## config.mk

```make
export PLATFORM = sky130hd
export DESIGN_NAME = keyboard_sync_serial_transmitter
export DESIGN_NICKNAME = d
export VERILOG_FILES = /design/src/hw/rtl/kst_pkg.sv /design/src/hw/rtl/kst_ring.sv /design/src/hw/rtl/kst_frame.sv /design/src/hw/rtl/kst_out.sv /design/src/hw/rtl/keyboard_sync_serial_transmitter.sv
export SDC_FILE = /design/constraint.sdc
export NUM_CORES = 1
export LEC_CHECK = 0
export BUFFER_PORTS_ARGS = -buffer_cell sky130_fd_sc_hd__clkbuf_2
export CAP_MARGIN = 10
export CORE_UTILIZATION = 40
export CTS_CLUSTER_DIAMETER = 100
export DETAILED_ROUTE_END_ITERATION = 10
export PLACE_DENSITY = 0.66
export RECOVER_POWER = 50
export SYNTH_ARGS = -nofsm -noshare
export SYNTH_HDL_FRONTEND = slang
export SYNTH_SLANG_ARGS = --single-unit
```

## constraint.sdc

```tcl
create_clock -name clk -period 7.6 [get_ports clk]
set_input_delay 0.38 -clock clk [delete_from_list [all_inputs] [get_ports clk]]
set_output_delay 0.38 -clock clk [all_outputs]
set_load 0.05 [all_outputs]
```

## src/hw/rtl/kst_pkg.sv

```systemverilog
// ----------------------------------------------------------------------------
// kst_pkg
// Shared constants, register indexes and types for the keyboard serial
// transmitter.
// ----------------------------------------------------------------------------
`default_nettype none

package kst_pkg;

  localparam int BUF_DEPTH = 16;
  localparam int PTR_W     = (BUF_DEPTH > 1) ? $clog2(BUF_DEPTH) : 1;
  localparam int CFG_IDX_W = 8;

  localparam logic [CFG_IDX_W-1:0] REG_LAYOUT_ID    = 8'd0;
  localparam logic [CFG_IDX_W-1:0] REG_INIT_CODE    = 8'd1;
  localparam logic [CFG_IDX_W-1:0] REG_SYNC_MAX_LOW = 8'd2;
  localparam logic [CFG_IDX_W-1:0] REG_LEAD_DELAY   = 8'd3;
  localparam logic [CFG_IDX_W-1:0] REG_START_LEN    = 8'd4;
  localparam logic [CFG_IDX_W-1:0] REG_BIT_LEN      = 8'd5;
  localparam logic [CFG_IDX_W-1:0] REG_LONG_BIT_LEN = 8'd6;
  localparam logic [CFG_IDX_W-1:0] REG_STOP_LEN     = 8'd7;

  localparam logic [7:0] LAYOUT_ID_RST    = 8'd0;
  localparam logic [7:0] INIT_CODE_RST    = 8'h80;
  localparam logic [7:0] SYNC_MAX_LOW_RST = 8'd128;
  localparam logic [7:0] LEAD_DELAY_RST   = 8'd10;
  localparam logic [7:0] START_LEN_RST    = 8'd15;
  localparam logic [7:0] BIT_LEN_RST      = 8'd15;
  localparam logic [7:0] LONG_BIT_LEN_RST = 8'd30;
  localparam logic [7:0] STOP_LEN_RST     = 8'd15;

  // refill leaves init code and layout in the first two slots
  localparam logic [PTR_W-1:0] REFILL_WR_PTR = PTR_W'(2);

  typedef struct packed {
    logic [7:0] layout_id;
    logic [7:0] init_code;
    logic [7:0] sync_max_low;
    logic [7:0] lead_delay;
    logic [7:0] start_len;
    logic [7:0] bit_len;
    logic [7:0] long_bit_len;
    logic [7:0] stop_len;
  } cfg_t;

  typedef struct packed {
    logic pop;
    logic refill;
  } ring_ctl_t;

  typedef struct packed {
    logic       empty;
    logic [7:0] head;
  } ring_stat_t;

  typedef struct packed {
    logic busy;
    logic dropped;
    logic level;
    logic enable;
  } result_t;

  function automatic logic [PTR_W-1:0] wrap_next(input logic [PTR_W-1:0] p);
    wrap_next = (p == PTR_W'(BUF_DEPTH - 1)) ? '0 : p + 1'b1;
  endfunction

endpackage

`default_nettype wire

```

## src/hw/rtl/kst_ring.sv

```systemverilog
// ----------------------------------------------------------------------------
// kst_ring
// Key byte ring buffer with refill of init code and layout byte.
// ----------------------------------------------------------------------------
`default_nettype none

module kst_ring import kst_pkg::*; (
  input  wire logic       clk,
  input  wire logic       rst,
  input  wire logic       step,
  input  wire cfg_t       cfg,
  input  wire ring_ctl_t  ctl,
  input  wire logic       write_valid,
  input  wire logic [7:0] write_byte,
  output ring_stat_t      stat,
  output logic            write_dropped
);

  logic [7:0]       store [BUF_DEPTH];
  logic [PTR_W-1:0] rd_ptr;
  logic [PTR_W-1:0] wr_ptr;
  logic [PTR_W-1:0] rd_ptr_next;
  logic [PTR_W-1:0] wr_ptr_mid;
  logic [PTR_W-1:0] wr_ptr_inc;
  logic             wr_en;

  assign stat.empty = (rd_ptr == wr_ptr);
  assign stat.head  = store[rd_ptr];

  always_comb begin
    rd_ptr_next = rd_ptr;
    wr_ptr_mid  = wr_ptr;
    if (ctl.refill) begin
      rd_ptr_next = '0;
      wr_ptr_mid  = REFILL_WR_PTR;
    end else if (ctl.pop) begin
      rd_ptr_next = wrap_next(rd_ptr);
    end
    wr_ptr_inc    = wrap_next(wr_ptr_mid);
    write_dropped = write_valid && (wr_ptr_inc == rd_ptr_next);
    wr_en         = write_valid && !write_dropped;
  end

  always_ff @(posedge clk) begin
    if (rst) begin
      rd_ptr   <= '0;
      wr_ptr   <= REFILL_WR_PTR;
      store[0] <= INIT_CODE_RST;
      store[1] <= LAYOUT_ID_RST;
    end else if (step) begin
      rd_ptr <= rd_ptr_next;
      wr_ptr <= wr_en ? wr_ptr_inc : wr_ptr_mid;
      if (ctl.refill) begin
        store[0] <= cfg.init_code;
        store[1] <= cfg.layout_id;
      end
      if (wr_en) begin
        store[wr_ptr_mid] <= write_byte;
      end
    end
  end

endmodule

`default_nettype wire

```

## src/hw/rtl/kst_frame.sv

```systemverilog
// ----------------------------------------------------------------------------
// kst_frame
// Sync pulse measurement and frame sequencer for the line drive.
// ----------------------------------------------------------------------------
`default_nettype none

module kst_frame import kst_pkg::*; (
  input  wire logic       clk,
  input  wire logic       rst,
  input  wire logic       step,
  input  wire cfg_t       cfg,
  input  wire logic       line_low,
  input  wire ring_stat_t stat,
  output ring_ctl_t       ctl,
  output logic            drive_enable,
  output logic            drive_level,
  output logic            tx_busy
);

  typedef enum logic [2:0] {
    PH_WAIT, PH_SYNC, PH_LEAD, PH_START, PH_DATA, PH_STOP
  } phase_t;

  phase_t     phase;
  phase_t     phase_next;
  logic [7:0] tick_count;
  logic [7:0] tick_count_next;
  logic [7:0] tick_inc;
  logic [2:0] bit_pos;
  logic [2:0] bit_pos_next;
  logic [7:0] tx_byte;
  logic [7:0] tx_byte_next;
  logic [7:0] part_len;
  logic       part_done;
  logic [2:0] src_bit;

  // bits go out as 4,5,6,7,0,1,2,3
  assign src_bit  = bit_pos ^ 3'd4;
  assign tick_inc = (tick_count == 8'hff) ? tick_count : tick_count + 8'd1;

  always_comb begin
    case (phase)
      PH_LEAD:  part_len = cfg.lead_delay;
      PH_START: part_len = cfg.start_len;
      PH_DATA:  part_len = (bit_pos == 3'd3) ? cfg.long_bit_len : cfg.bit_len;
      PH_STOP:  part_len = cfg.stop_len;
      default:  part_len = cfg.stop_len;
    endcase
    part_done = (tick_inc >= part_len);
  end

  always_comb begin
    phase_next      = phase;
    tick_count_next = tick_count;
    bit_pos_next    = bit_pos;
    tx_byte_next    = tx_byte;
    ctl             = '0;
    drive_enable    = 1'b0;
    drive_level     = 1'b0;
    tx_busy         = 1'b0;
    case (phase)
      PH_WAIT: begin
        if (line_low) begin
          phase_next      = PH_SYNC;
          tick_count_next = 8'd1;
        end
      end
      PH_SYNC: begin
        if (line_low) begin
          tick_count_next = tick_inc;
        end else if (tick_count > cfg.sync_max_low) begin
          ctl.refill      = 1'b1;
          phase_next      = PH_WAIT;
          tick_count_next = '0;
        end else if (stat.empty) begin
          phase_next      = PH_WAIT;
          tick_count_next = '0;
        end else begin
          ctl.pop         = 1'b1;
          tx_byte_next    = stat.head;
          phase_next      = PH_LEAD;
          tick_count_next = '0;
        end
      end
      PH_LEAD: begin
        tx_busy         = 1'b1;
        tick_count_next = tick_inc;
        if (part_done) begin
          phase_next      = PH_START;
          tick_count_next = '0;
        end
      end
      PH_START: begin
        tx_busy         = 1'b1;
        drive_enable    = 1'b1;
        tick_count_next = tick_inc;
        if (part_done) begin
          phase_next      = PH_DATA;
          tick_count_next = '0;
          bit_pos_next    = '0;
        end
      end
      PH_DATA: begin
        tx_busy         = 1'b1;
        drive_enable    = 1'b1;
        drive_level     = !tx_byte[src_bit];
        tick_count_next = tick_inc;
        if (part_done) begin
          tick_count_next = '0;
          bit_pos_next    = bit_pos + 3'd1;
          if (bit_pos == 3'd7) begin
            phase_next = PH_STOP;
          end
        end
      end
      PH_STOP: begin
        tx_busy         = 1'b1;
        tick_count_next = tick_inc;
        if (part_done) begin
          phase_next      = PH_WAIT;
          tick_count_next = '0;
        end
      end
      default: begin
        phase_next      = PH_WAIT;
        tick_count_next = '0;
      end
    endcase
  end

  always_ff @(posedge clk) begin
    if (rst) begin
      phase      <= PH_WAIT;
      tick_count <= '0;
      bit_pos    <= '0;
      tx_byte    <= '0;
    end else if (step) begin
      phase      <= phase_next;
      tick_count <= tick_count_next;
      bit_pos    <= bit_pos_next;
      tx_byte    <= tx_byte_next;
    end
  end

endmodule

`default_nettype wire

```

## src/hw/rtl/kst_out.sv

```systemverilog
// ----------------------------------------------------------------------------
// kst_out
// Result register with skid stage toward the output stream.
// ----------------------------------------------------------------------------
`default_nettype none

module kst_out import kst_pkg::*; (
  input  wire logic    clk,
  input  wire logic    rst,
  input  wire logic    step,
  input  wire result_t result,
  output logic         ready,
  output logic         m_tvalid,
  input  wire logic    m_tready,
  output logic [7:0]   m_tdata   // enable, level, dropped, busy, zero pad
);

  result_t out_word;
  result_t skid_word;
  logic    skid_valid;
  logic    load;

  assign ready   = !skid_valid;
  assign load    = !m_tvalid || m_tready;
  assign m_tdata = {4'b0000, out_word};

  always_ff @(posedge clk) begin
    if (rst) begin
      m_tvalid   <= 1'b0;
      skid_valid <= 1'b0;
    end else if (load) begin
      if (skid_valid) begin
        m_tvalid   <= 1'b1;
        skid_valid <= 1'b0;
      end else begin
        m_tvalid <= step;
      end
    end else if (step) begin
      skid_valid <= 1'b1;
    end
  end

  always_ff @(posedge clk) begin
    if (load) begin
      out_word <= skid_valid ? skid_word : result;
    end else if (step) begin
      skid_word <= result;
    end
  end

endmodule

`default_nettype wire

```

## src/hw/rtl/keyboard_sync_serial_transmitter.sv

```systemverilog
// ----------------------------------------------------------------------------
// keyboard_sync_serial_transmitter
// Keyboard side of a one-wire host-polled link: key byte ring buffer,
// sync pulse measurement and framed byte transmit, one word per tick.
// ----------------------------------------------------------------------------
// Output: the result word for an input word is registered.
// Throughput: one word per cycle; input stalls only once the output
//   register and its skid stage both hold words.
// Reset: synchronous; buffer holds init code and layout byte, sequencer
//   waits for a sync low, registers return to their defaults.
`default_nettype none

module keyboard_sync_serial_transmitter import kst_pkg::*; (
  input  wire logic                 clk,
  input  wire logic                 rst,
  input  wire logic                 s_tvalid,
  output logic                      s_tready,
  input  wire logic [15:0]          s_tdata,   // line_low, write_valid, write_byte, zero pad
  output logic                      m_tvalid,
  input  wire logic                 m_tready,
  output logic [7:0]                m_tdata,   // drive_enable, drive_level, write_dropped,
                                               // tx_busy, zero pad
  input  wire logic                 cfg_valid,
  output logic                      cfg_ready,
  input  wire logic [CFG_IDX_W-1:0] cfg_index,
  input  wire logic [7:0]           cfg_data
);

  cfg_t       cfg;
  ring_ctl_t  ctl;
  ring_stat_t stat;
  result_t    result;
  logic       step;

  assign cfg_ready = 1'b1;
  assign step      = s_tvalid && s_tready;

  always_ff @(posedge clk) begin
    if (rst) begin
      cfg.layout_id    <= LAYOUT_ID_RST;
      cfg.init_code    <= INIT_CODE_RST;
      cfg.sync_max_low <= SYNC_MAX_LOW_RST;
      cfg.lead_delay   <= LEAD_DELAY_RST;
      cfg.start_len    <= START_LEN_RST;
      cfg.bit_len      <= BIT_LEN_RST;
      cfg.long_bit_len <= LONG_BIT_LEN_RST;
      cfg.stop_len     <= STOP_LEN_RST;
    end else if (cfg_valid && cfg_ready) begin
      case (cfg_index)
        REG_LAYOUT_ID:    cfg.layout_id    <= cfg_data;
        REG_INIT_CODE:    cfg.init_code    <= cfg_data;
        REG_SYNC_MAX_LOW: cfg.sync_max_low <= cfg_data;
        REG_LEAD_DELAY:   cfg.lead_delay   <= cfg_data;
        REG_START_LEN:    cfg.start_len    <= cfg_data;
        REG_BIT_LEN:      cfg.bit_len      <= cfg_data;
        REG_LONG_BIT_LEN: cfg.long_bit_len <= cfg_data;
        REG_STOP_LEN:     cfg.stop_len     <= cfg_data;
        default: ;
      endcase
    end
  end

  kst_frame u_frame (
    .clk          (clk),
    .rst          (rst),
    .step         (step),
    .cfg          (cfg),
    .line_low     (s_tdata[0]),
    .stat         (stat),
    .ctl          (ctl),
    .drive_enable (result.enable),
    .drive_level  (result.level),
    .tx_busy      (result.busy)
  );

  kst_ring u_ring (
    .clk           (clk),
    .rst           (rst),
    .step          (step),
    .cfg           (cfg),
    .ctl           (ctl),
    .write_valid   (s_tdata[1]),
    .write_byte    (s_tdata[9:2]),
    .stat          (stat),
    .write_dropped (result.dropped)
  );

  kst_out u_out (
    .clk      (clk),
    .rst      (rst),
    .step     (step),
    .result   (result),
    .ready    (s_tready),
    .m_tvalid (m_tvalid),
    .m_tready (m_tready),
    .m_tdata  (m_tdata)
  );

  a_step_gives_word: assert property (@(posedge clk) disable iff (rst)
    step |=> m_tvalid)
    else $error("accepted word produced no result");

  a_level_needs_enable: assert property (@(posedge clk) disable iff (rst)
    m_tvalid |-> (m_tdata[0] || !m_tdata[1]))
    else $error("level driven while line released");

  a_drive_needs_busy: assert property (@(posedge clk) disable iff (rst)
    m_tvalid |-> (!m_tdata[0] || m_tdata[3]))
    else $error("line driven outside a frame");

  a_no_pop_on_empty: assert property (@(posedge clk) disable iff (rst)
    ctl.pop |-> (!stat.empty && !ctl.refill))
    else $error("pop from empty buffer");

endmodule

`default_nettype wire

```

-- Word level (Yosys, flattened, before mapping)
Memory sizes are Yosys's and may differ from the RTL's. A register that Yosys moved wholly into a read port is not among the register bits.
Cells that the tools add are included.
- memory bits (writable): 128
- memories: 1
- bits of input ports: 37
- output and inout bits: 11
- logic and storage cells: 140
- register bits after elaboration: 96
- $add $sub $neg: 4
- eq/ne operators: 26
- order comparisons: 3
- mux-type cells: 49
- reductions and logical operators: 27
- bitwise logic cells: 7
- memory list (name ; depth ; bits a word ; rd ports ; clocked after memory_dff ; write ports ; RTL line ; source):
    u_ring.store ; 16 ; 8 ; 1 ; 1 ; 3 ; kst_ring.sv:19 ; logic [7:0] store [BUF_DEPTH];
- operators by type and width (operator ; count):
    $mux W8 ; 7
    $pmux W8 S3 ; 2
    $eq A8 B3 Y1 const B ; 4
    $mux W4 ; 7
    $mux W3 ; 9
    $reduce_and A2 Y1 ; 10
    $mux W1 ; 18
    $pmux W3 S6 ; 1
    $eq A8 B2 Y1 const B ; 2
    $ne A2 B1 Y1 const B ; 5
    $eq A3 B2 Y1 const B ; 3
    $eq A3 B3 Y1 const B ; 3
    $add A4 B1 Y4 const B ; 2
    $add A8 B1 Y8 const B ; 1
    $eq A4 B4 Y1 ; 2
    $eq A4 B4 Y1 const B ; 2
    $eq A8 B1 Y1 const B ; 1
    $eq A8 B8 Y1 const B ; 1
    $ge A8 B8 Y1 ; 1
    $gt A8 B8 Y1 ; 1
    $logic_not A8 Y1 ; 1
    $reduce_and A8 Y1 ; 1
    $mux W2 ; 3
    $pmux W3 S2 ; 1
    other kinds (16) ; 28

-- Logic depth before layout (Yosys ltp)
- depth in word-level cells: 16
- gate-level depth with buffers: 20
- mapped depth without buffers: 18

-- Modules after synthesis
A second synthesis with hierarchy kept.
- cells, all modules: 871
- area, all modules: 11104.4 um2
- modules (own cells, without submodules) (module ; instances ; area an instance (um2) ; seq. area each (um2) ; cells each):
    kst_ring ; 1 ; 6211.0 ; 4083.9 ; 366
    keyboard_sync_serial_transmitter ; 1 ; 2567.5 ; 1281.2 ; 240
    kst_frame ; 1 ; 1935.6 ; 440.4 ; 239
    kst_out ; 1 ; 390.4 ; 280.3 ; 26

-- Least setup slack after synthesis
OpenSTA, ideal clock, no wires.
- kind: register -> register
- start point: register u_frame.tick_count[3]
- end point: memory u_ring.store[3][0], enable pin
- stages on the path, launching flop included: 19
- data arrival time: 4356 ps
- path buffers: 1
- slack: 2846 ps
- required time: 7202 ps
- clock period less this slack: 4754 ps
- library setup time: 398 ps
- cells stage by stage: dfxtp_1 -> ha_1 -> and4_1 -> nand2b_1 -> a211oi_2 -> nor2_1 -> nand2_1 -> inv_1 -> ha_1 -> clkbuf_1 -> a21oi_1 -> o21ai_0 -> o21ai_0 -> nor3b_1 -> xnor3_1 -> a32oi_2 -> a211oi_4 -> nand2b_4 -> nor4b_1
- RTL lines (element ; RTL line ; source):
    start: declaration ; kst_frame.sv:26 ; logic [7:0] tick_count;
    start signal: assignment ; kst_frame.sv:139 ; tick_count <= tick_count_next;
    end: declaration ; kst_ring.sv:19 ;

==> results.yml <==
run_status:
  outcome: "finished with violations"
  failed_checks: "capacitance limit, slew limit"
sta:
  clock.fmax_ghz: 0.184
  setup_ws_ns: 2.17
  rsz0062_at_grt: "false"
  finalHoldViolations: 0
  drv_slew: 80
  timing.slew.headroom_pct: -155
  setup_viol: 0
  period_share_pct: 71.5
  hold_ws_ns: 0.165
  clock_skew_ns: 0.0204
  tightestPinTransition_ns: 3.83
  finalCriticalPeriod_ns: 5.43
  tns_ns: 0
setup_path:
  required_ns: 7.76
  reg2reg_slack_ns: 2.17
  crit_fanout: 23
  cp_slowest_stage_delay_ns: 0.80
  critPathLaunchType: "flop"
  cp.arrival_ns: 5.60
  path_cells: "nor4b_4, nand2b_1, a211oi_2, nor2_1, nand2_1, inv_1, ha_1, a21oi_1, o21ai_0, o21ai_0, nor3b_1, xnor3_1, a32oi_2, a211oi_4, nor4_2, buf_4, nand2b_1"
  startpoint: "u_frame.phase[0]"
  critPathCaptureType: "flop"
  r2r-start: "u_frame.phase[0]"
  crit_type: "flop to flop"
  cp_slowest_cell: "dfxtp_1"
synth:
  yosysTopAreaCell: "edfxtp_1"
  yosys-top-cells-count: "edfxtp_1, mux2i_1, dfxtp_1"
  synth_ff_type: "edfxtp_1"
  ys_ff_latch: 232
  synth_edf_count: 136
  syn_area_per_cell_um2: 11.8
  synthTopCellsByArea: "edfxtp_1, dfxtp_1, mux2i_1, mux4_2, nor2_1"
  ys_seq_area_share_pct: 54.3
  yosysUniqueCellTypes: 72
  postSynth.asyncResetShare_pct: 0
  synth.cell_area_um2: 11100
  ys_warn_count: 0
  synth_top_area_share_pct: 36.9
  synthMostInstantiatedCell: "edfxtp_1"
  postSynthCellCount: 939
routing:
  drt_iter0_markers: 484
  ant_nets: 0
  routed_wl_um: 24800
  wl_per_cell_um: 18.7
  post-route-drc-count: 0
  via_per_inst: 5.52
  drtPass1Iterations: 5
  dr_total_vias: 7313
place:
  port_buffers: 36
  dpl.hpwl_um: 16600
  pre_cts_slack_ns: 2.14
  gp_congestion: 0.878
floorplanning:
  pin_count: 48
  dieWidth_um: 168
  initial_utilization_pct: 40.9
  die_h_um: 168
  die-area_um2: 28300
  rows: 60
  coreArea_um2: 27000
cts:
  path_clk_slew_ns: 0.06
  h-tree-depth: 1
  ctsResizeCount: 0
  cts_root_buf: "clkbuf_16"
  cts_tree: "done"
  clock_sinks: 232
  clock_path_buffers: 3
  numCtsBuffers: 25
  cts_setup_buffers: 0
  insertion_delay_ns: 0.54
  holdBufCountCts: 0
global_route:
  grt_usage_pct: 17.6
  grt-ovfl-total: 0
  grt_pass1_wl_um: 39500
  grt_pass1_vias: 7039
  antenna_found_initial: 0
  grt_max_degree: 80
pwr:
  total_power_uw: 2800
  internal_power_uw: 2140
  leakage_uw: 0.00449
  power_frac_clock_pct: 43.6
  switching_share_pct: 23.8
  peakVddDrop_v: 0.000193
  pwr-share-comb_pct: 7.7
  power_switching_uw: 667
  powerDensity_nw_per_um2: 226
  p_seq_share_pct: 48.7
finish:
  layout.nets: 1026
  drive_gt1_share_pct: 15.0
  n_antenna_cell: 0
  synthToLayoutAreaGrowth_pct: 11.9
min_path:
  hp-start: "s_tvalid"
  min_path_type: "input port to flop"
job:
  max-cap-violations: 1
==> stage by stage <==
stage	utilization, %	cell area (um2)	instances
floorplan	-	11100	942
global placement	42.8	11600	1278
detailed placement	42.8	11600	1278
CTS	45.9	12400	1324
global route	45.8	12400	1324
finish	45.8	12400	1324
==> worst max-delay path: cells and delay by family, from the launching register on <==
family	cells	cell delay [ns]
buf+inv	2	0.34
fa+ha+maj	1	0.28
compound gates	6	1.25
simple gates	7	2.09
xor+xnor	1	0.28
flops	1	0.80
==> placed cells by master, fill, tap and decap left out, drive strengths merged, types with 7 or more instances in the layout <==
cell      n
mux4     27
clkbuf   71
nand2    79
edfxtp  136
o211ai    8
mux2i   103
clkinv    8
buf      23
nand4     8
inv      35
dfxtp    96
a21oi    49
a221oi   10
a22oi     7
nor2b    10
nor2     90
ha       25
nor3     22
nand3    16
mux2     14
o21ai    28
nand2b   12
==> area by class of cell <==
class	count	area (um2)
fillers	2461	14600
flip-flops and latches	232	6010
multi-input cells	610	4630
clock buffers	34	732
well taps	341	427
repair buffers	60	338
inverters	35	131
clock inverters	12	113
==> layer usage <==
| layer | vias up | part of all wire (%) | routed length (um) | track usage (%) |
|---|---|---|---|---|
| met5 | - | 0 | 0 | 0 |
| met4 | 0 | 2.1 | 530 | 4.98 |
| met3 | 44 | 4.5 | 1110 | 2.42 |
| met2 | 165 | 47 | 11600 | 28.3 |
| met1 | 3591 | 47 | 11500 | 24.8 |
| li1 | 3513 | - | - | - |
==> cells by family (layout without fill, tap and decap cells) <==
group	after synthesis	in the layout	synth area share, %
AOI/OAI and AO/OA	148	148	9.19
xor gates and xnor gates	12	12	1.07
adders and majority gates	25	25	2.83
buffers and inverters	100	141	3.98
DFF	232	232	54.3
muxes	144	144	16.2
other	2	5	0.0679
and+or+nand+nor	276	276	12.3
==> power groups by stage <==
stage                     Sequential, uW  Clock (uW)  Combinational (uW)
final                               1360        1220                 217
after global routing                1360        1300                 235
after CTS                           1360        1250                 218
after detailed placement            1390           0                 217
after global placement              1390           0                 213
after floorplan                     1390           0                 160
==> final timing paths <==
check / depth (start not counted) / to
worst min register to register: 2 / cfg[12]
worst max-delay path: 17 / u_ring.store[1][7]
worst min-delay path: 3 / u_out.skid_valid
worst max register to register: 17 / u_ring.store[1][7]
==> registers in the layout (all words and copies together), names as in the netlist <==
| signal | cells |
|---|---|
| u_ring.store | 128 |
| cfg | 64 |
| u_frame.tick_count | 8 |
| u_frame.tx_byte | 8 |
| u_out.m_tdata | 4 |
| u_out.skid_word | 4 |
| u_ring.rd_ptr | 4 |
| u_ring.wr_ptr | 4 |
| u_frame.bit_pos | 3 |
| u_frame.phase | 3 |
| u_out.m_tvalid | 1 |
| u_out.skid_valid | 1 |
No activity file was read; power rests on OpenSTA's default activity.
